--- src/hdl/sensor_link_command_responder_unit_defines.svh ---
// assertion macros shared by the rtl files
`ifndef SENSOR_LINK_COMMAND_RESPONDER_UNIT_DEFINES_SVH
`define SENSOR_LINK_COMMAND_RESPONDER_UNIT_DEFINES_SVH

`ifndef NO_ASSERTIONS
`define SLCR_ASSERT_SAME(lbl, clk, rst, ante, cons) \
  lbl: assert property (@(posedge clk) disable iff (rst) (ante) |-> (cons)) \
    else $error("slcr assertion failed");
`define SLCR_ASSERT_NEXT(lbl, clk, rst, ante, cons) \
  lbl: assert property (@(posedge clk) disable iff (rst) (ante) |=> (cons)) \
    else $error("slcr assertion failed");
`else
`define SLCR_ASSERT_SAME(lbl, clk, rst, ante, cons)
`define SLCR_ASSERT_NEXT(lbl, clk, rst, ante, cons)
`endif

`endif

--- src/hdl/slcr_pkg.sv ---
package slcr_pkg;

  localparam logic [7:0] KIND_SHORT    = 8'h06;
  localparam logic [7:0] KIND_LONG     = 8'h0F;
  localparam logic [7:0] KIND_CFG      = 8'h09;
  localparam logic [7:0] KIND_QUERY    = 8'h08;

  localparam logic [7:0] HEAD_STATUS   = 8'h06;
  localparam logic [7:0] HEAD_ANGLE    = 8'h0C;
  localparam logic [7:0] HEAD_SECOND   = 8'hC2;
  localparam logic [7:0] MATCH_BYTE1   = 8'h42;

  localparam logic [7:0] SUB_PING      = 8'h66;
  localparam logic [7:0] SUB_ANGLE     = 8'h67;
  localparam logic [7:0] SUB_RESTORE   = 8'h68;

  localparam logic [7:0] STAT_SHORT_OK   = 8'h64;
  localparam logic [7:0] STAT_SHORT_BAD  = 8'hE4;
  localparam logic [7:0] STAT_FILL       = 8'h88;
  localparam logic [7:0] STAT_LONG_OK    = 8'h61;
  localparam logic [7:0] STAT_LONG_BAD   = 8'hE0;
  localparam logic [7:0] STAT_CFG_OK     = 8'h65;
  localparam logic [7:0] STAT_CFG_BAD    = 8'hE5;
  localparam logic [7:0] STAT_QUERY_BAD1 = 8'hE6;
  localparam logic [7:0] STAT_QUERY_BAD2 = 8'hCB;
  localparam logic [7:0] STAT_UNKNOWN0   = 8'h12;
  localparam logic [7:0] STAT_UNKNOWN1   = 8'h34;
  localparam logic [7:0] STAT_UNKNOWN2   = 8'h56;
  localparam logic [7:0] RESTORE_B0      = 8'h02;
  localparam logic [7:0] RESTORE_B1      = 8'hC0;
  localparam logic [7:0] RESTORE_B2      = 8'h15;

  localparam logic [3:0] SUM_FIRST_IDX = 4'd6;
  localparam logic [3:0] BODY_POS      = 4'd4;
  localparam logic [3:0] STATUS_LAST   = 4'd6;
  localparam logic [3:0] ANGLE_LAST    = 4'd12;

  typedef enum logic {
    ST_COLLECT,
    ST_SEND
  } state_t;

  typedef enum logic [1:0] {
    RM_STATUS,
    RM_ANGLE,
    RM_RESTORE
  } reply_mode_t;

  typedef struct packed {
    logic take_byte;
    logic send_byte;
  } dp_cmd_t;

  typedef struct packed {
    logic frame_done;
    logic reply_last;
  } dp_stat_t;

  function automatic logic kind_known(input logic [7:0] kind);
    return (kind == KIND_SHORT) || (kind == KIND_LONG) ||
           (kind == KIND_CFG) || (kind == KIND_QUERY);
  endfunction

  function automatic logic [3:0] last_index(input logic [7:0] kind);
    logic [3:0] idx;
    unique case (kind)
      KIND_SHORT: idx = 4'd6;
      KIND_LONG:  idx = 4'd15;
      KIND_CFG:   idx = 4'd9;
      KIND_QUERY: idx = 4'd8;
      default:    idx = 4'd0;
    endcase
    return idx;
  endfunction

endpackage

--- src/hdl/slcr_rx_if.sv ---
interface slcr_rx_if;
  logic               valid;
  logic               ready;
  logic [7:0]         rx_byte;
  logic signed [11:0] pitch_tenths;
  logic signed [11:0] roll_tenths;
  logic signed [11:0] yaw_tenths;

  modport source (
    output valid, rx_byte, pitch_tenths, roll_tenths, yaw_tenths,
    input  ready
  );
  modport sink (
    input  valid, rx_byte, pitch_tenths, roll_tenths, yaw_tenths,
    output ready
  );
endinterface

--- src/hdl/slcr_tx_if.sv ---
interface slcr_tx_if;
  logic       valid;
  logic       ready;
  logic [7:0] tx_byte;
  logic       last_of_reply;

  modport source (
    output valid, tx_byte, last_of_reply,
    input  ready
  );
  modport sink (
    input  valid, tx_byte, last_of_reply,
    output ready
  );
endinterface

--- src/hdl/sensor_link_command_responder_unit.sv ---
// latency: the first reply byte is offered the cycle after the byte that completes a frame
// throughput: one received byte per cycle while collecting, one reply byte per cycle while
// sending and tx.ready is high; a reply is 3, 7 or 13 bytes and no byte is taken meanwhile
// the reply run is set by a byte position counter that walks the reply layout
// reset: synchronous rst returns to collecting with byte index and sums cleared;
// frame store contents are not cleared
module sensor_link_command_responder_unit import slcr_pkg::*; (
  input logic   clk,
  input logic   rst,
  slcr_rx_if.sink   rx,
  slcr_tx_if.source tx
);

  dp_cmd_t  cmd;
  dp_stat_t stat;

  slcr_ctrl u_ctrl (
    .clk       (clk),
    .rst       (rst),
    .in_valid  (rx.valid),
    .out_ready (tx.ready),
    .stat      (stat),
    .in_ready  (rx.ready),
    .out_valid (tx.valid),
    .cmd       (cmd)
  );

  slcr_dp u_dp (
    .clk           (clk),
    .rst           (rst),
    .cmd           (cmd),
    .rx_byte       (rx.rx_byte),
    .pitch_tenths  (rx.pitch_tenths),
    .roll_tenths   (rx.roll_tenths),
    .yaw_tenths    (rx.yaw_tenths),
    .stat          (stat),
    .tx_byte       (tx.tx_byte),
    .last_of_reply (tx.last_of_reply)
  );

endmodule

--- src/hdl/slcr_ctrl.sv ---
`include "sensor_link_command_responder_unit_defines.svh"

module slcr_ctrl import slcr_pkg::*; (
  input  logic     clk,
  input  logic     rst,
  input  logic     in_valid,
  input  logic     out_ready,
  input  dp_stat_t stat,
  output logic     in_ready,
  output logic     out_valid,
  output dp_cmd_t  cmd
);

  state_t state;
  state_t state_next;

  always_ff @(posedge clk) begin
    if (rst) begin
      state <= ST_COLLECT;
    end else begin
      state <= state_next;
    end
  end

  always_comb begin
    state_next = state;
    unique case (state)
      ST_COLLECT: begin
        if (in_valid && stat.frame_done) begin
          state_next = ST_SEND;
        end
      end
      ST_SEND: begin
        if (out_ready && stat.reply_last) begin
          state_next = ST_COLLECT;
        end
      end
      default: state_next = ST_COLLECT;
    endcase
  end

  always_comb begin
    in_ready      = 1'b0;
    out_valid     = 1'b0;
    unique case (state)
      ST_COLLECT: in_ready  = 1'b1;
      ST_SEND:    out_valid = 1'b1;
      default: begin
        in_ready  = 1'b0;
        out_valid = 1'b0;
      end
    endcase
    cmd.take_byte = in_valid && in_ready;
    cmd.send_byte = out_valid && out_ready;
  end

  `SLCR_ASSERT_SAME(a_no_overlap, clk, rst, 1'b1, !(in_ready && out_valid))
  `SLCR_ASSERT_NEXT(a_reply_starts, clk, rst, cmd.take_byte && stat.frame_done, out_valid)
  `SLCR_ASSERT_NEXT(a_reply_ends, clk, rst, cmd.send_byte && stat.reply_last, in_ready)

endmodule

--- src/hdl/slcr_dp.sv ---
`include "sensor_link_command_responder_unit_defines.svh"

module slcr_dp import slcr_pkg::*; (
  input  logic               clk,
  input  logic               rst,
  input  dp_cmd_t            cmd,
  input  logic [7:0]         rx_byte,
  input  logic signed [11:0] pitch_tenths,
  input  logic signed [11:0] roll_tenths,
  input  logic signed [11:0] yaw_tenths,
  output dp_stat_t           stat,
  output logic [7:0]         tx_byte,
  output logic               last_of_reply
);

  logic [7:0]  frame_store [16];
  logic [3:0]  byte_index;
  logic [7:0]  run_sum;
  reply_mode_t mode;
  logic [3:0]  pos;
  logic [7:0]  tail [3];
  logic [7:0]  tx_sum;
  logic [11:0] pitch;
  logic [11:0] roll;
  logic [11:0] yaw;

  logic [7:0]  kind;
  logic        known;
  logic        done;
  logic        sum_ok;
  logic        short_ok;
  reply_mode_t mode_next;
  logic [7:0]  tail_next [3];
  logic [15:0] pitch_ext;
  logic [15:0] roll_ext;
  logic [15:0] yaw_ext;

  assign kind     = (byte_index == 4'd0) ? rx_byte : frame_store[0];
  assign known    = kind_known(kind);
  assign done     = known && (byte_index == last_index(kind));
  assign sum_ok   = (run_sum == rx_byte);
  assign short_ok = (frame_store[1] == MATCH_BYTE1) && (frame_store[2] == 8'h00);

  // reply contents decided on the byte that completes the frame
  always_comb begin
    mode_next    = RM_STATUS;
    tail_next[0] = STAT_UNKNOWN0;
    tail_next[1] = STAT_UNKNOWN1;
    tail_next[2] = STAT_UNKNOWN2;
    unique case (kind)
      KIND_SHORT: begin
        if (short_ok) begin
          tail_next[0] = STAT_SHORT_OK;
          tail_next[1] = rx_byte;
          tail_next[2] = STAT_SHORT_OK + rx_byte;
        end else begin
          tail_next[0] = STAT_SHORT_BAD;
          tail_next[1] = STAT_FILL;
          tail_next[2] = STAT_FILL;
        end
      end
      KIND_LONG: begin
        if (sum_ok) begin
          tail_next[0] = STAT_LONG_OK;
          tail_next[1] = 8'h00;
          tail_next[2] = STAT_LONG_OK;
        end else begin
          tail_next[0] = STAT_LONG_BAD;
          tail_next[1] = STAT_FILL;
          tail_next[2] = STAT_FILL;
        end
      end
      KIND_CFG: begin
        if (sum_ok) begin
          tail_next[0] = STAT_CFG_OK;
          tail_next[1] = frame_store[7];
          tail_next[2] = STAT_CFG_OK + frame_store[7];
        end else begin
          tail_next[0] = STAT_CFG_BAD;
          tail_next[1] = 8'h00;
          tail_next[2] = STAT_CFG_BAD;
        end
      end
      KIND_QUERY: begin
        priority if (!sum_ok) begin
          tail_next[0] = STAT_CFG_BAD;
          tail_next[1] = STAT_QUERY_BAD1;
          tail_next[2] = STAT_QUERY_BAD2;
        end else if (frame_store[6] == SUB_PING) begin
          tail_next[0] = SUB_PING;
          tail_next[1] = 8'h00;
          tail_next[2] = SUB_PING;
        end else if (frame_store[6] == SUB_ANGLE) begin
          mode_next = RM_ANGLE;
        end else if (frame_store[6] == SUB_RESTORE) begin
          mode_next    = RM_RESTORE;
          tail_next[0] = RESTORE_B0;
          tail_next[1] = RESTORE_B1;
          tail_next[2] = RESTORE_B2;
        end else begin
          tail_next[0] = STAT_UNKNOWN0;
          tail_next[1] = STAT_UNKNOWN1;
          tail_next[2] = STAT_UNKNOWN2;
        end
      end
      default: mode_next = RM_STATUS;
    endcase
  end

  always_ff @(posedge clk) begin
    if (cmd.take_byte) begin
      frame_store[byte_index] <= rx_byte;
    end
  end

  always_ff @(posedge clk) begin
    if (rst) begin
      byte_index <= 4'd0;
      run_sum    <= 8'h00;
    end else if (cmd.take_byte && known) begin
      if (done) begin
        byte_index <= 4'd0;
        run_sum    <= 8'h00;
      end else begin
        byte_index <= byte_index + 4'd1;
        if (byte_index >= SUM_FIRST_IDX) begin
          run_sum <= run_sum + rx_byte;
        end
      end
    end
  end

  always_ff @(posedge clk) begin
    if (rst) begin
      mode   <= RM_STATUS;
      pos    <= 4'd0;
      tx_sum <= 8'h00;
    end else if (cmd.take_byte && done) begin
      mode   <= mode_next;
      pos    <= (mode_next == RM_RESTORE) ? BODY_POS : 4'd0;
      tx_sum <= 8'h00;
    end else if (cmd.send_byte) begin
      if (!stat.reply_last) begin
        pos <= pos + 4'd1;
      end
      if (pos >= BODY_POS) begin
        tx_sum <= tx_sum + tx_byte;
      end
    end
  end

  always_ff @(posedge clk) begin
    if (cmd.take_byte && done) begin
      tail[0] <= tail_next[0];
      tail[1] <= tail_next[1];
      tail[2] <= tail_next[2];
      pitch   <= pitch_tenths;
      roll    <= roll_tenths;
      yaw     <= yaw_tenths;
    end
  end

  assign pitch_ext = {{4{pitch[11]}}, pitch};
  assign roll_ext  = {{4{roll[11]}}, roll};
  assign yaw_ext   = {{4{yaw[11]}}, yaw};

  always_comb begin
    tx_byte = 8'h00;
    unique case (pos)
      4'd0:  tx_byte = (mode == RM_ANGLE) ? HEAD_ANGLE : HEAD_STATUS;
      4'd1:  tx_byte = HEAD_SECOND;
      4'd2:  tx_byte = frame_store[2];
      4'd3:  tx_byte = frame_store[3];
      4'd4:  tx_byte = (mode == RM_ANGLE) ? SUB_ANGLE : tail[0];
      4'd5:  tx_byte = (mode == RM_ANGLE) ? frame_store[7] : tail[1];
      4'd6:  tx_byte = (mode == RM_ANGLE) ? pitch_ext[15:8] : tail[2];
      4'd7:  tx_byte = pitch_ext[7:0];
      4'd8:  tx_byte = roll_ext[15:8];
      4'd9:  tx_byte = roll_ext[7:0];
      4'd10: tx_byte = yaw_ext[15:8];
      4'd11: tx_byte = yaw_ext[7:0];
      4'd12: tx_byte = tx_sum;
      default: tx_byte = 8'h00;
    endcase
  end

  assign stat.frame_done = done;
  assign stat.reply_last = (mode == RM_ANGLE) ? (pos == ANGLE_LAST) : (pos == STATUS_LAST);
  assign last_of_reply   = stat.reply_last;

  `SLCR_ASSERT_SAME(a_pos_range, clk, rst, 1'b1, pos <= ANGLE_LAST)
  `SLCR_ASSERT_SAME(a_short_pos, clk, rst, mode != RM_ANGLE, pos <= STATUS_LAST)
  `SLCR_ASSERT_SAME(a_index_kind, clk, rst, byte_index != 4'd0, kind_known(frame_store[0]))

endmodule
--- src/flat_wrapper.sv ---
// flat-port wrapper written by rule: the top's interface ports become plain ports
module sensor_link_command_responder_unit_flat import slcr_pkg::*;
  (clk, rst, rx_valid, rx_rx_byte, rx_pitch_tenths, rx_roll_tenths, rx_yaw_tenths, rx_ready, tx_valid, tx_tx_byte, tx_last_of_reply, tx_ready);
  slcr_rx_if rx_i ();
  slcr_tx_if tx_i ();
  input logic clk;
  input logic rst;
  input wire logic [$bits(rx_i.valid)-1:0] rx_valid;
  input wire logic [$bits(rx_i.rx_byte)-1:0] rx_rx_byte;
  input wire logic [$bits(rx_i.pitch_tenths)-1:0] rx_pitch_tenths;
  input wire logic [$bits(rx_i.roll_tenths)-1:0] rx_roll_tenths;
  input wire logic [$bits(rx_i.yaw_tenths)-1:0] rx_yaw_tenths;
  output wire logic [$bits(rx_i.ready)-1:0] rx_ready;
  output wire logic [$bits(tx_i.valid)-1:0] tx_valid;
  output wire logic [$bits(tx_i.tx_byte)-1:0] tx_tx_byte;
  output wire logic [$bits(tx_i.last_of_reply)-1:0] tx_last_of_reply;
  input wire logic [$bits(tx_i.ready)-1:0] tx_ready;
  assign rx_i.valid = rx_valid;
  assign rx_i.rx_byte = rx_rx_byte;
  assign rx_i.pitch_tenths = rx_pitch_tenths;
  assign rx_i.roll_tenths = rx_roll_tenths;
  assign rx_i.yaw_tenths = rx_yaw_tenths;
  assign rx_ready = rx_i.ready;
  assign tx_valid = tx_i.valid;
  assign tx_tx_byte = tx_i.tx_byte;
  assign tx_last_of_reply = tx_i.last_of_reply;
  assign tx_i.ready = tx_ready;
  sensor_link_command_responder_unit u_core (.clk(clk), .rst(rst), .rx(rx_i), .tx(tx_i));
endmodule
--- config.mk ---
export PLATFORM = sky130hd
export DESIGN_NAME = sensor_link_command_responder_unit_flat
export DESIGN_NICKNAME = d
export VERILOG_FILES = /design/src/hdl/slcr_pkg.sv /design/src/hdl/slcr_rx_if.sv /design/src/hdl/slcr_tx_if.sv /design/src/hdl/sensor_link_command_responder_unit.sv /design/src/hdl/slcr_ctrl.sv /design/src/hdl/slcr_dp.sv /design/src/flat_wrapper.sv
export VERILOG_INCLUDE_DIRS = /design/src /design/src/hdl
export SDC_FILE = /design/constraint.sdc
export NUM_CORES = 1
export LEC_CHECK = 0
export ABC_AREA = 1
export BUFFER_PORTS_ARGS = -buffer_cell sky130_fd_sc_hd__buf_2
export CAP_MARGIN = 20
export CORE_AREA = 2 2 156 158
export DETAILED_ROUTE_END_ITERATION = 6
export DIE_AREA = 0 0 158 160
export RECOVER_POWER = 25
export SYNTH_ARGS = -nofsm -noshare
export SYNTH_HDL_FRONTEND = slang
export SYNTH_HIERARCHICAL = 1
export SYNTH_SLANG_ARGS = --single-unit
--- constraint.sdc ---
create_clock -name clk -period 7.5 [get_ports clk]
set_input_delay 1.5 -clock clk [delete_from_list [all_inputs] [get_ports clk]]
set_output_delay 1.5 -clock clk [all_outputs]
set_load 0.02 [all_outputs]
After elaboration in Yosys (flattened, before gate mapping)
Memory sizes are Yosys's and may differ from the RTL's.
Index checks and enable logic that the tools add are counted.
{ "op_classes": {"add_sub_neg": 6, "eq_ne": 25, "bitwise_logic": 1, "n_reduce_logical": 20, "order_cmp": 2, "muxes": 37} }
{ "ops": {"columns": ["operator", "count"], "rows": [
  ["$pmux 8 s13", 1],
  ["$mux 24", 4],
  ["$pmux 24 s4", 1],
  ["$mux 8", 6],
  ["$mux 21", 2],
  ["$eq 8x7->1 const B", 4],
  ["$eq 8x4->1 const B", 3],
  ["$mux 23", 1],
  ["$eq 4x4->1 const B", 5],
  ["$mux 4", 5],
  ["$add 7x8->8 const A", 2],
  ["$add 8x8->8", 2],
  ["$eq 4x3->1 const B", 4],
  ["$pmux 4 s4", 1],
  ["$mux 2", 5],
  ["$mux 1", 9],
  ["$add 4x1->4 const B", 2],
  ["$eq 4x2->1 const B", 2],
  ["$eq 8x3->1 const B", 1],
  ["$eq 8x8->1", 1],
  ["$ge 4x3->1 const B", 2],
  ["$logic_and 1x1->1", 8],
  ["$logic_not 4->1", 2],
  ["$logic_not 8->1", 1],
  ["12 further kinds", 17]
]} }
{ "totals": {"word_cells": 102, "mem_bits_rw": 152, "output_inout_bits": 11, "input_bits": 48, "register_bits": 63, "memories": 2} }
{ "memory_table": {"columns": ["memory", "words", "word_bits", "rd", "rd_ports_with_merged_regs", "write_ports", "line_no", "text"], "rows": [
  ["u_core.u_dp.frame_store", 16, 8, 6, 0, 1, "slcr_dp.sv:16", "logic [7:0] frame_store [16];"],
  ["u_core.u_dp.tail", 3, 8, 3, 0, 3, "slcr_dp.sv:21", "logic [7:0] tail [3];"]
]} }

Depth between registers and ports, before layout
Gate-level depths: netlist of the first run.
{ "logic_depth": {"ltp_word": 10, "ltp_mapped": 19, "mapped_depth_nobuf": 19} }

Modules after synthesis
The synthesis of the first run kept the hierarchy.
{ "by_module_without_submodules": {"columns": ["mod", "n_inst", "cells_per_inst", "area_per_inst_um2", "seq_area_each_um2"], "rows": [
  ["slcr_dp", 1, 730, 6880.3, 3703.6],
  ["slcr_ctrl", 1, 10, 60.1, 20.0]
]} }

Least setup slack after synthesis of the first run
No wires, ideal clock.
{ "synth_timing": {"path_kind": "input to register", "from": "input port rx_rx_byte[5]", "to": "register u_core.u_dp.pitch[0], enable pin", "setup_ns": 0.412, "setup_slack_ns": 3.410, "n_path_buf": 0, "path_stages": 11, "t_arrival_ns": 3.678, "cell_sequence": "inv_1 -> nand2_1 -> nor2_1 -> nand2_1 -> nand2_2 -> nand3_1 -> nand2_1 -> a21oi_1 -> nor2_1 -> nand3_2 -> inv_1"} }
{ "synth_between": {"elab_chain_cells": 7} }
{ "synth_lines": {"columns": ["item", "line_no", "text"], "rows": [
  ["from (decl)", "flat_wrapper.sv:9", "input wire logic [$bits(rx_i.rx_byte)-1:0] rx_rx_byte;"],
  ["$mux 8 *", "slcr_dp.sv:38", "assign kind = (byte_index == 4'd0) ? rx_byte : frame_store[0];"],
  ["branches (longest 4 deep; another with $eq 8x4->1)", null, null],
  ["$logic_and 1x1->1 *", "slcr_dp.sv:40", "assign done = known && (byte_index == last_index(kind));"],
  ["$logic_and 1x1->1 *", "slcr_dp.sv:153", "if (cmd.take_byte && done) begin"],
  ["to (signal assigned)", "slcr_dp.sv:157", "pitch <= pitch_tenths;"],
  ["to (decl)", "slcr_dp.sv:23", "logic [11:0] pitch;"]
]} }
Mark *: on every way between the ends.
A chain may end at the register's enable or synchronous reset.

Worst setup path after layout of the first run
{ "layout_timing": {"from": "register u_core.u_dp.mode[1]", "to": "output port tx_tx_byte[1]"} }
{ "layout_between": {"elab_chain_cells": 3} }
{ "layout_lines": {"columns": ["item", "line_no", "text"], "rows": [
  ["from (decl)", "slcr_dp.sv:19", "reply_mode_t mode;"],
  ["from (signal assigned)", "slcr_dp.sv:139", "mode <= mode_next;"],
  ["$eq 2x1->1 *", null, null],
  ["$mux 8, or another cell as far along", "slcr_dp.sv:176", "4'd6: tx_byte = (mode == RM_ANGLE) ? pitch_ext[15:8] : tail[2];"],
  ["$pmux 8 s13 *", "slcr_dp.sv:169", "unique case (pos)"],
  ["to (decl)", "flat_wrapper.sv:15", "output wire logic [$bits(tx_i.tx_byte)-1:0] tx_tx_byte;"]
]} }
Mark *: on every way between the ends. The rest lies on a longest branch, timed or not.

==> results.tsv, run 1 <==
metric	value	unit
hold_buffers	0	
post-cts-setup-buffer-count	0	
drc	1	
synthTopCellsByArea	edfxtp_1 46%, nand2_1 8.8%, dfxtp_1 7.8%	
die_x	158	um
min_period_over_period	58.7	%
routed_wl	18800	um
power_density	205	nW/um2
htreeDepth	4	
clkPwrFrac	48.3	%
antenna_found_initial	0	
final_max_slew_viol_count	0	
ys_top_cells_by_count	162 x nand2_1, 106 x edfxtp_1, 86 x inv_1, 67 x nor2_1, 49 x nand3_1	
grt_util_all_layers	15.1	%
tightest_slew	0.798	ns
tns	0	ns
cts_resized	0	
status	finished, violations left	
synth_cell_types	46	
synth_top_area_cell	edfxtp_1	
power_frac_seq	48.2	%
p_sw_share	20.4	%
design_area	8120	um2
grt.overflow.total	0	
grt_pass1_vias	5208	
final_nets	881	
synthArstFlopShare	0	%
rsz0062_at_grt	false	
fin_crit	4.40	ns
cp_max_fo	21	
ys_seq_area_share	53.7	%
cp-end-kind	output port	
cap_violations	0	
gp_congestion	0.898	
grt_pass1_wl	29000	um
cts_sinks	133	
p_switching	0.340	mW
syn_to_final_growth	17.0	%
drt_iter0_markers	544	
die_area	25300	um2
ys_ff_latch	133	
drive_above_1_share	13.7	%
via_count	5530	
die_h	160	um
first_pass_iters	7	
clockBufferDepth	2	
hpwlAfterDp	14000	um
arrival	2.90	ns
syn_nets	815	
insertion_delay	0.42	ns
avgRoutedWirePerCell	16.4	um
cp-start-kind	flip-flop	
start_util	29.1	%
grt_max_degree	59	
n_antenna_cell	0	
std_cell_rows	57	
skew	0.00987	ns
synth_edf_count	106	
violations	design-rule violations	
via_per_inst	4.84	
p_leak	3.23	nW
hold_class	reg -> reg	
portBuffers	58	
timing_hold_violations_final	0	
peakVddDrop	0.111	mV
synth_area	6940	um2
setup_viol	0	
power_frac_comb	3.5	%
max_freq	227	MHz
total_power	1.66	mW
synth.most_common_cell	nand2_1	
pin_count	59	
placed_area	7540	um2
netlist_instances	740	
cts_root_buf	clkbuf_16	
detail-route-antenna-nets	0	
core-area	23800	um2
crit_required	6.00	ns
yosysTopAreaCellShare	45.9	%
numCtsBuffers	17	
slew_headroom	46.6	%
tritoncts	built	
yosys_warnings	6	
postSynthAreaPerCell	9.38	um2
clk_pin_slew_worst_paths	0.06	ns
path_class	reg -> out	
intPower	1.32	mW
ys.flop_type	edfxtp_1	
==> final timing paths <==
check / from / endpoint / slack (ns) / depth (start not counted)
worst max-delay path: u_core/u_dp/mode[1]$_SDFFE_PP0P_ / tx_tx_byte[1] / 3.10 / 8
worst min-delay path: u_core/u_dp/mode[1]$_SDFFE_PP0P_ / u_core/u_dp/mode[1]$_SDFFE_PP0P_ / 0.46 / 2
worst max register to register: u_core/u_dp/mode[1]$_SDFFE_PP0P_ / u_core/u_dp/tx_sum[6]$_SDFFE_PP0P_ / 3.61 / 15
worst min register to register: u_core/u_dp/mode[1]$_SDFFE_PP0P_ / u_core/u_dp/mode[1]$_SDFFE_PP0P_ / 0.46 / 2
==> power by group through the flow <==
stage | clock, mW | sequential (mW) | combinational [mW]
3_5_place_dp | 0 | 0.816 | 0.0588
2_1_floorplan | 0 | 0.816 | 0.0309
4_1_cts | 0.818 | 0.801 | 0.0596
5_1_grt | 0.850 | 0.801 | 0.0651
6_report | 0.802 | 0.801 | 0.0580
3_3_place_gp | 0 | 0.816 | 0.0588
==> sequential cells by signal (all words and copies together), names as in the netlist <==
register,cells
u_core/u_dp/frame_store,48
u_core/u_dp/tail,22
u_core/u_dp/mode,2
u_core/u_dp/yaw,12
u_core/u_dp/roll,12
u_core/u_dp/pos,4
u_core/u_dp/run_sum,8
u_core/u_dp/byte_index,4
u_core/u_dp/tx_sum,8
u_core/u_dp/pitch,12
u_core/u_ctrl/state,1
==> worst max-delay path, cell delays in order (launching register included) <==
cell	delay, ns
dfxtp_1	0.33
inv_1	0.04
nand2_1	0.38
inv_1	0.41
o211ai_1	0.34
nand3_1	0.11
nor4_1	0.39
nand4_1	0.25
buf_2	0.23
==> cells in the final DEF, fill, tap and decap left out, types with 3 or more instances in the layout <==
cell / n
a2111oi_0: 3
a211oi_1: 3
a21oi_1: 35
a21oi_2: 4
a221oi_1: 3
a22o_1: 6
buf_2: 47
buf_4: 3
clkbuf_1: 14
clkbuf_16: 17
clkinv_1: 3
dfxtp_1: 27
edfxtp_1: 106
ha_1: 25
inv_1: 85
nand2_1: 162
nand2_2: 5
nand3_1: 49
nand3_2: 4
nand3b_1: 4
nand4_1: 14
nor2_1: 67
nor2_2: 10
nor3_1: 12
nor4_1: 5
o2111ai_1: 9
o211ai_1: 6
o21ai_0: 37
o221ai_1: 4
or2_2: 6
xnor2_1: 4
xor2_1: 10
==> metal layers <==
metal  vias to the layer above  GRT usage, %  part of all wire, %
met5                         -             0                    0
met4                         0          4.26                  1.5
met3                        26          3.36                  6.7
met2                       197          23.2                   45
met1                      2611          21.4                   47
li1                       2696             -                    -
==> area by class of cell <==
cell class | count | area [um2]
fillers | 2473 | 15700
flip-flops and latches | 133 | 3720
multi-input cells | 505 | 2780
clock buffers | 22 | 464
well taps | 324 | 405
inverters | 87 | 327
repair buffers | 62 | 319
clock inverters | 10 | 106
==> cell families after synthesis <==
family / share of synthesized area, %
AOI/OAI and AO/OA: 10.6
xor gates and xnor gates: 1.77
adders and majority gates: 5.08
buffers and inverters: 6.35
DFF: 53.7
and+or+nand+nor: 22.5
==> stage by stage <==
| stage | hold WS (ns) | setup slack [ns] | std cells | util, % |
|---|---|---|---|---|
| after detailed placement | 0.453 | 3.07 | 1110 | 31.7 |
| after global placement | 0.455 | 3.16 | 1110 | 31.7 |
| after floorplan | 0.433 | 3.41 | 740 | - |
| after CTS | 0.462 | 3.10 | 1142 | 34.1 |
| final | 0.464 | 3.10 | 1143 | 34.1 |
| after global routing | 0.499 | 2.77 | 1143 | 34.1 |
Note: power is estimated with default switching activity, not from simulation.
==> inputs of run 2 (changes only) <==
- ABC_AREA: 1 -> 0
- CORE_AREA: 2 2 156 158 -> 2 2 154 156
- DIE_AREA: 0 0 158 160 -> 0 0 156 158
- clock period: 7.5 -> 4.3 ns (I/O delays scaled with it)
==> run 2 against run 1 <==
Against the previous run:
- the flow now finishes without violations
- register-to-register slack lost 3.1 ns
- synthesized cell count fell by 17%
- global-route usage hardly changed
- flip-flop and latch count unchanged
- via count fell by 7.0%
- first-iteration DRC count down 28%
- die area decreased by 2.5%
- critical endpoint is now u_core/u_dp/tx_sum[7]$_SDFFE_PP0P_
- clock power up 67%
- non-clock buffer count is 5 higher
- worst hold slack worse by 0.0047 ns
==> results.tsv, run 2 <==
metric	value	unit
status	finished, final reports clean	
grt_max_degree	39	
use_met3	3.42	%
drt_iter0_markers	391	
design_area	7930	um2
synthArstFlopShare	0	%
pin_count	59	
path_cells	nor2b_1, mux2i_1, o22ai_1, a211o_1, ha_1, a21oi_1, nor2b_1, a311oi_1, a21oi_1, xnor2_1, or3_1, a21oi_1	
timing_hold_violations_final	0	
multi_input_area	2890	um2
crit_required	4.65	ns
n_fill_cell	2311	
final_max_slew_viol_count	0	
core-area	23100	um2
avgRoutedWirePerCell	18.4	um
synth_edf_count	106	
cts_sinks	133	
crit_slowest_cell	nor2b_1	
hold_class	reg -> reg	
ys.flop_type	edfxtp_1	
yosysTopAreaCellShare	46.7	%
drive_above_1_share	15.6	%
grt_util_all_layers	15.1	%
top_regs	u_core/u_dp/frame_store: 48 flops, u_core/u_dp/tail: 22 flops	
grtUsageMet2	24.2	%
synthTopCellsByArea	edfxtp_1 47%, dfxtp_1 7.9%, ha_1 4.6%	
tritoncts	built	
postSynthAreaPerCell	11.1	um2
cts_resized	0	
via_count	5142	
peakVddDrop	0.196	mV
slew_headroom	31.2	%
final_common_cell	edfxtp_1	
drc	0	
cp_common_cell	a21oi_1	
path_class	reg -> reg	
ys_ff_latch	133	
gp_congestion	0.917	
worstRegToRegCells	12	
synth_area	6820	um2
std_cell_rows	56	
die_h	158	um
hpwlAfterDp	12700	um
die_x	156	um
seq_area	3720	um2
regMostFlops	u_core/u_dp/frame_store	
numCtsBuffers	17	
placed_area	7390	um2
detail-route-antenna-nets	0	
final_cell_mix	106 x edfxtp_1, 61 x nand2_1, 54 x a21oi_1	
syn_nets	691	
htreeDepth	4	
clk_pin_slew_worst_paths	0.06	ns
cts_root_buf	clkbuf_16	
cp-end-kind	flip-flop	
cp_max_fo	13	
grt.overflow.total	0	
synth.most_common_cell	edfxtp_1	
insertion_delay	0.43	ns
p_leak	2.75	nW
tns	0	ns
start_util	29.6	%
power_density	356	nW/um2
portBuffers	58	
via_per_inst	5.28	
grt_pass1_wl	28100	um
grt_pass1_vias	5034	
ys_seq_area_share	54.6	%
ys_top_cells_by_count	106 x edfxtp_1, 61 x nand2_1, 54 x a21oi_1, 39 x nor2_1, 30 x nand3_1	
largest_register_ffs	48	
min_period_over_period	87.9	%
rsz0062_at_grt	false	
use_met1	19.8	%
synth_top_area_cell	edfxtp_1	
hold_buffers	0	
cap_violations	0	
top_usage_layer	met2	
first_pass_iters	5	
fin_crit	3.78	ns
arrival	4.13	ns
clockBufferDepth	2	
setup_viol	0	
cp-start-kind	flip-flop	
final_nets	746	
antenna_found_initial	0	
yosys_warnings	6	
cp.depth	12	
syn_to_final_growth	16.4	%
cpPeakStageDelay	0.84	ns
skew	0.00923	ns
synth_cell_types	71	
n_antenna_cell	0	
netlist_instances	616	
tightest_slew	1.03	ns
die_area	24600	um2
routed_wl	17900	um
hold_path_depth	2	
path_delay_family	compound AO/OA/AOI/OAI gates	
post-cts-setup-buffer-count	0	
max_freq	265	MHz
worst-path-buf-inv	0	
## run 2: cell types whose count changed after synthesis, moves of 17 or more
cell	change
a21oi_1	+19
a22oi_1	+17
inv_1	-72
nor2_1	-28
nand3_1	-19
nand2_1	-101
## run 2: worst reg2reg max path: stages, from the launching register on
cell and delay [ns]:
dfxtp_1 0.40, nor2b_1 0.84, mux2i_1 0.34, o22ai_1 0.13, a211o_1 0.37, ha_1 0.31, a21oi_1 0.13, nor2b_1 0.08
a311oi_1 0.38, a21oi_1 0.13, xnor2_1 0.15, or3_1 0.31, a21oi_1 0.14
## run 2: path summary, 6_finish.rpt
path / from / end / slack, ns
max reg2reg: u_core/u_dp/mode[0]$_SDFFE_PP0P_ / u_core/u_dp/tx_sum[7]$_SDFFE_PP0P_ / 0.52
min: u_core/u_dp/run_sum[6]$_SDFFE_PP0P_ / u_core/u_dp/run_sum[6]$_SDFFE_PP0P_ / 0.46
max: u_core/u_dp/mode[0]$_SDFFE_PP0P_ / u_core/u_dp/tx_sum[7]$_SDFFE_PP0P_ / 0.52
min reg2reg: u_core/u_dp/run_sum[6]$_SDFFE_PP0P_ / u_core/u_dp/run_sum[6]$_SDFFE_PP0P_ / 0.46
## run 2: layout make-up
| type | instances | area share (%) |
|---|---|---|
| well taps | 290 | 4.57 |
| inverters | 15 | 0.773 |
| repair buffers | 67 | 4.40 |
| clock inverters | 14 | 1.48 |
| multi-input cells | 437 | 36.4 |
| clock buffers | 18 | 5.41 |
| flip-flops and latches | 133 | 46.9 |
## run 2: cells by family after synthesis
| family | after synthesis | synth area share [%] |
|---|---|---|
| and+or+nand+nor | 202 | 15.5 |
| adders and majority gates | 27 | 5.18 |
| xor gates and xnor gates | 28 | 3.60 |
| DFF | 133 | 54.6 |
| buffers and inverters | 46 | 2.97 |
| muxes | 9 | 1.32 |
| AOI/OAI and AO/OA | 171 | 16.8 |
## run 2: through the flow
step	power, mW	utilization (%)	setup slack [ns]	hold WS (ns)	cells
2_1_floorplan	1.46	-	0.501	0.436	616
3_3_place_gp	1.52	32.1	0.532	0.444	942
3_5_place_dp	1.52	32.1	0.549	0.453	942
4_1_cts	2.86	34.4	0.486	0.461	974
5_1_grt	2.92	34.4	0.190	0.481	974
6_report	2.83	34.4	0.521	0.459	974
## run 2: routing by layer
layer / part of all wire, % / up-vias
met5: 0 / -
met4: 2.5 / 0
met3: 5.9 / 35
met2: 46 / 183
met1: 46 / 2464
li1: - / 2460
## run 2: report_power, final
group	switching [mW]	total (mW)	leakage (nW)	internal (mW)
clock	0.587	1.34	0.261	0.752
combinational	0.0593	0.0913	1.35	0.0319
sequential	0.00467	1.40	1.14	1.39
==> inputs of run 3 (changes only) <==
- RECOVER_POWER: 25 -> 100
==> run 3 against run 2 <==
Against the previous run:
- sequential share of layout area is 0.28 points higher
- routed wire length hardly changed
- core utilization is 0.20 points lower
- critical path type is now in -> reg
- count of clock-buffer cells in the layout stayed put
- final cell count stayed put
- critical path depth is 5 lower
- first-iteration DRC count is 6.6% lower
- clock skew hardly changed
- global-route usage stayed put
==> results.tsv, run 3 (same netlist as run 2, synthesis figures left out) <==
metric	value	unit
tritoncts	built	
regToRegStartpoint	u_core/u_dp/mode[0]$_SDFFE_PP0P_	
min_period_over_period	89.7	%
path_class	in -> reg	
worstRegToRegCells	12	
hold_class	reg -> reg	
n_antenna_cell	0	
tightest_slew	1.04	ns
via_count	5125	
largest_register_ffs	48	
cts_root_buf	clkbuf_16	
cts_sinks	133	
multi_input_area	2870	um2
timing.rr.end	u_core/u_dp/tx_sum[7]$_SDFFE_PP0P_	
cp_max_fo	13	
cts_resized	0	
core-area	23100	um2
clk_pin_slew_worst_paths	0.06	ns
fin_crit	3.86	ns
antenna_found_initial	0	
insertion_delay	0.43	ns
seq_area	3720	um2
die_area	24600	um2
preCtsSetupSlack	0.549	ns
fin_hold_ws	0.460	ns
crit_path_start	rx_rx_byte[5]	
worst_slack	0.443	ns
cp-start-kind	input port	
final_nets	746	
drt_iter0_markers	365	
grt_pass1_vias	5034	
final_cell_mix	106 x edfxtp_1, 61 x nand2_1, 54 x a21oi_1	
top_regs	u_core/u_dp/frame_store: 48 flops, u_core/u_dp/tail: 22 flops	
final_max_slew_viol_count	0	
final_core_util	34.2	%
tns	0	ns
skew	0.00970	ns
detail-route-antenna-nets	0	
n_fill_cell	2323	
first_pass_iters	5	
dp.cells	942	
hpwlAfterDp	12700	um
rsz0062_at_grt	false	
htreeDepth	4	
die_h	158	um
portBuffers	58	
syn_to_final_growth	15.7	%
status	finished, final reports clean	
power_density	358	nW/um2
pin_count	59	
grt_util_all_layers	15.1	%
routed_wl	17900	um
endpoint	u_core/u_dp/tail[0][12]$_DFFE_PP_	
p_leak	2.70	nW
drive_above_1_share	13.0	%
cp-end-kind	flip-flop	
crit_required	4.48	ns
drc	0	
setup_viol	0	
grt_max_degree	39	
post-cts-setup-buffer-count	0	
grt.overflow.total	0	
gp_congestion	0.917	
peakVddDrop	0.196	mV
r2r_slack	0.51	ns
max_freq	259	MHz
final_common_cell	edfxtp_1	
clockBufferDepth	2	
hold_buffers	0	
avgRoutedWirePerCell	18.4	um
numCtsBuffers	17	
grt_pass1_wl	28100	um
die_x	156	um
cap_violations	0	
via_per_inst	5.26	
fin_cells	974	
start_util	29.6	%
slew_headroom	30.6	%
arrival	4.04	ns
std_cell_rows	56	
timing_hold_violations_final	0	
regMostFlops	u_core/u_dp/frame_store	
## run 3: changes by cell type in the layout (fill, tap and decap cells not counted), moves of 4 or more
cell / previous run / this run
buf_4: 9 / 5
and2_0: 0 / 5
clkbuf_1: 8 / 22
and2_1: 7 / 2
buf_2: 51 / 39
## run 3: worst min path at each step
| stage | startpoint | to | slack, ns | cells after the start |
|---|---|---|---|---|
| final | u_core/u_dp/run_sum[6]$_SDFFE_PP0P_ | u_core/u_dp/run_sum[6]$_SDFFE_PP0P_ | 0.46 | 2 |
| after detailed placement | u_core/u_dp/run_sum[4]$_SDFFE_PP0P_ | u_core/u_dp/run_sum[4]$_SDFFE_PP0P_ | 0.45 | 2 |
| after global routing | u_core/u_dp/run_sum[4]$_SDFFE_PP0P_ | u_core/u_dp/run_sum[4]$_SDFFE_PP0P_ | 0.48 | 2 |
| after global placement | u_core/u_dp/run_sum[5]$_SDFFE_PP0P_ | u_core/u_dp/run_sum[5]$_SDFFE_PP0P_ | 0.44 | 2 |
| after floorplan | u_core/u_dp/run_sum[0]$_SDFFE_PP0P_ | u_core/u_dp/run_sum[0]$_SDFFE_PP0P_ | 0.44 | 2 |
| after CTS | u_core/u_dp/run_sum[4]$_SDFFE_PP0P_ | u_core/u_dp/run_sum[4]$_SDFFE_PP0P_ | 0.46 | 2 |
## run 3: metal layers
layer | share of wire [%] | up-vias | GRT usage (%)
li1 | - | 2461 | -
met1 | 46 | 2480 | 19.8
met2 | 46 | 156 | 24.2
met3 | 5.1 | 28 | 3.42
met4 | 2.1 | 0 | 6.38
met5 | 0 | - | 0
## run 3: per-stage QoR
stage,cell area [um2],total power [mW]
finish,7890,2.83
floorplan,6820,1.46
global route,7890,2.92
CTS,7940,2.86
global placement,7390,1.52
detailed placement,7390,1.52
## run 3: power by group
| group | total [mW] | internal [mW] | switching (mW) | leakage, nW |
|---|---|---|---|---|
| combinational | 0.0891 | 0.0305 | 0.0586 | 1.30 |
| sequential | 1.40 | 1.39 | 0.00474 | 1.14 |
| clock | 1.34 | 0.752 | 0.588 | 0.261 |
| total | 2.83 | 2.17 | 0.652 | 2.70 |
## run 3: critical path, stage by stage
cell and delay [ns]:
clkbuf_1 0.34, nor4_1 0.94, nand4_2 0.25, and2_0 0.46, nand3_1 0.51, o21ai_0 0.33, a221o_1 0.33
## run 3: final cells by class
class / count / share of cell area, %
clock buffer: 18 / 5.44
clock inverter: 14 / 1.49
inverter: 15 / 0.777
multi-input combinational: 437 / 36.4
sequential: 133 / 47.2
tap: 290 / 4.60
timing repair buffer: 67 / 4.11
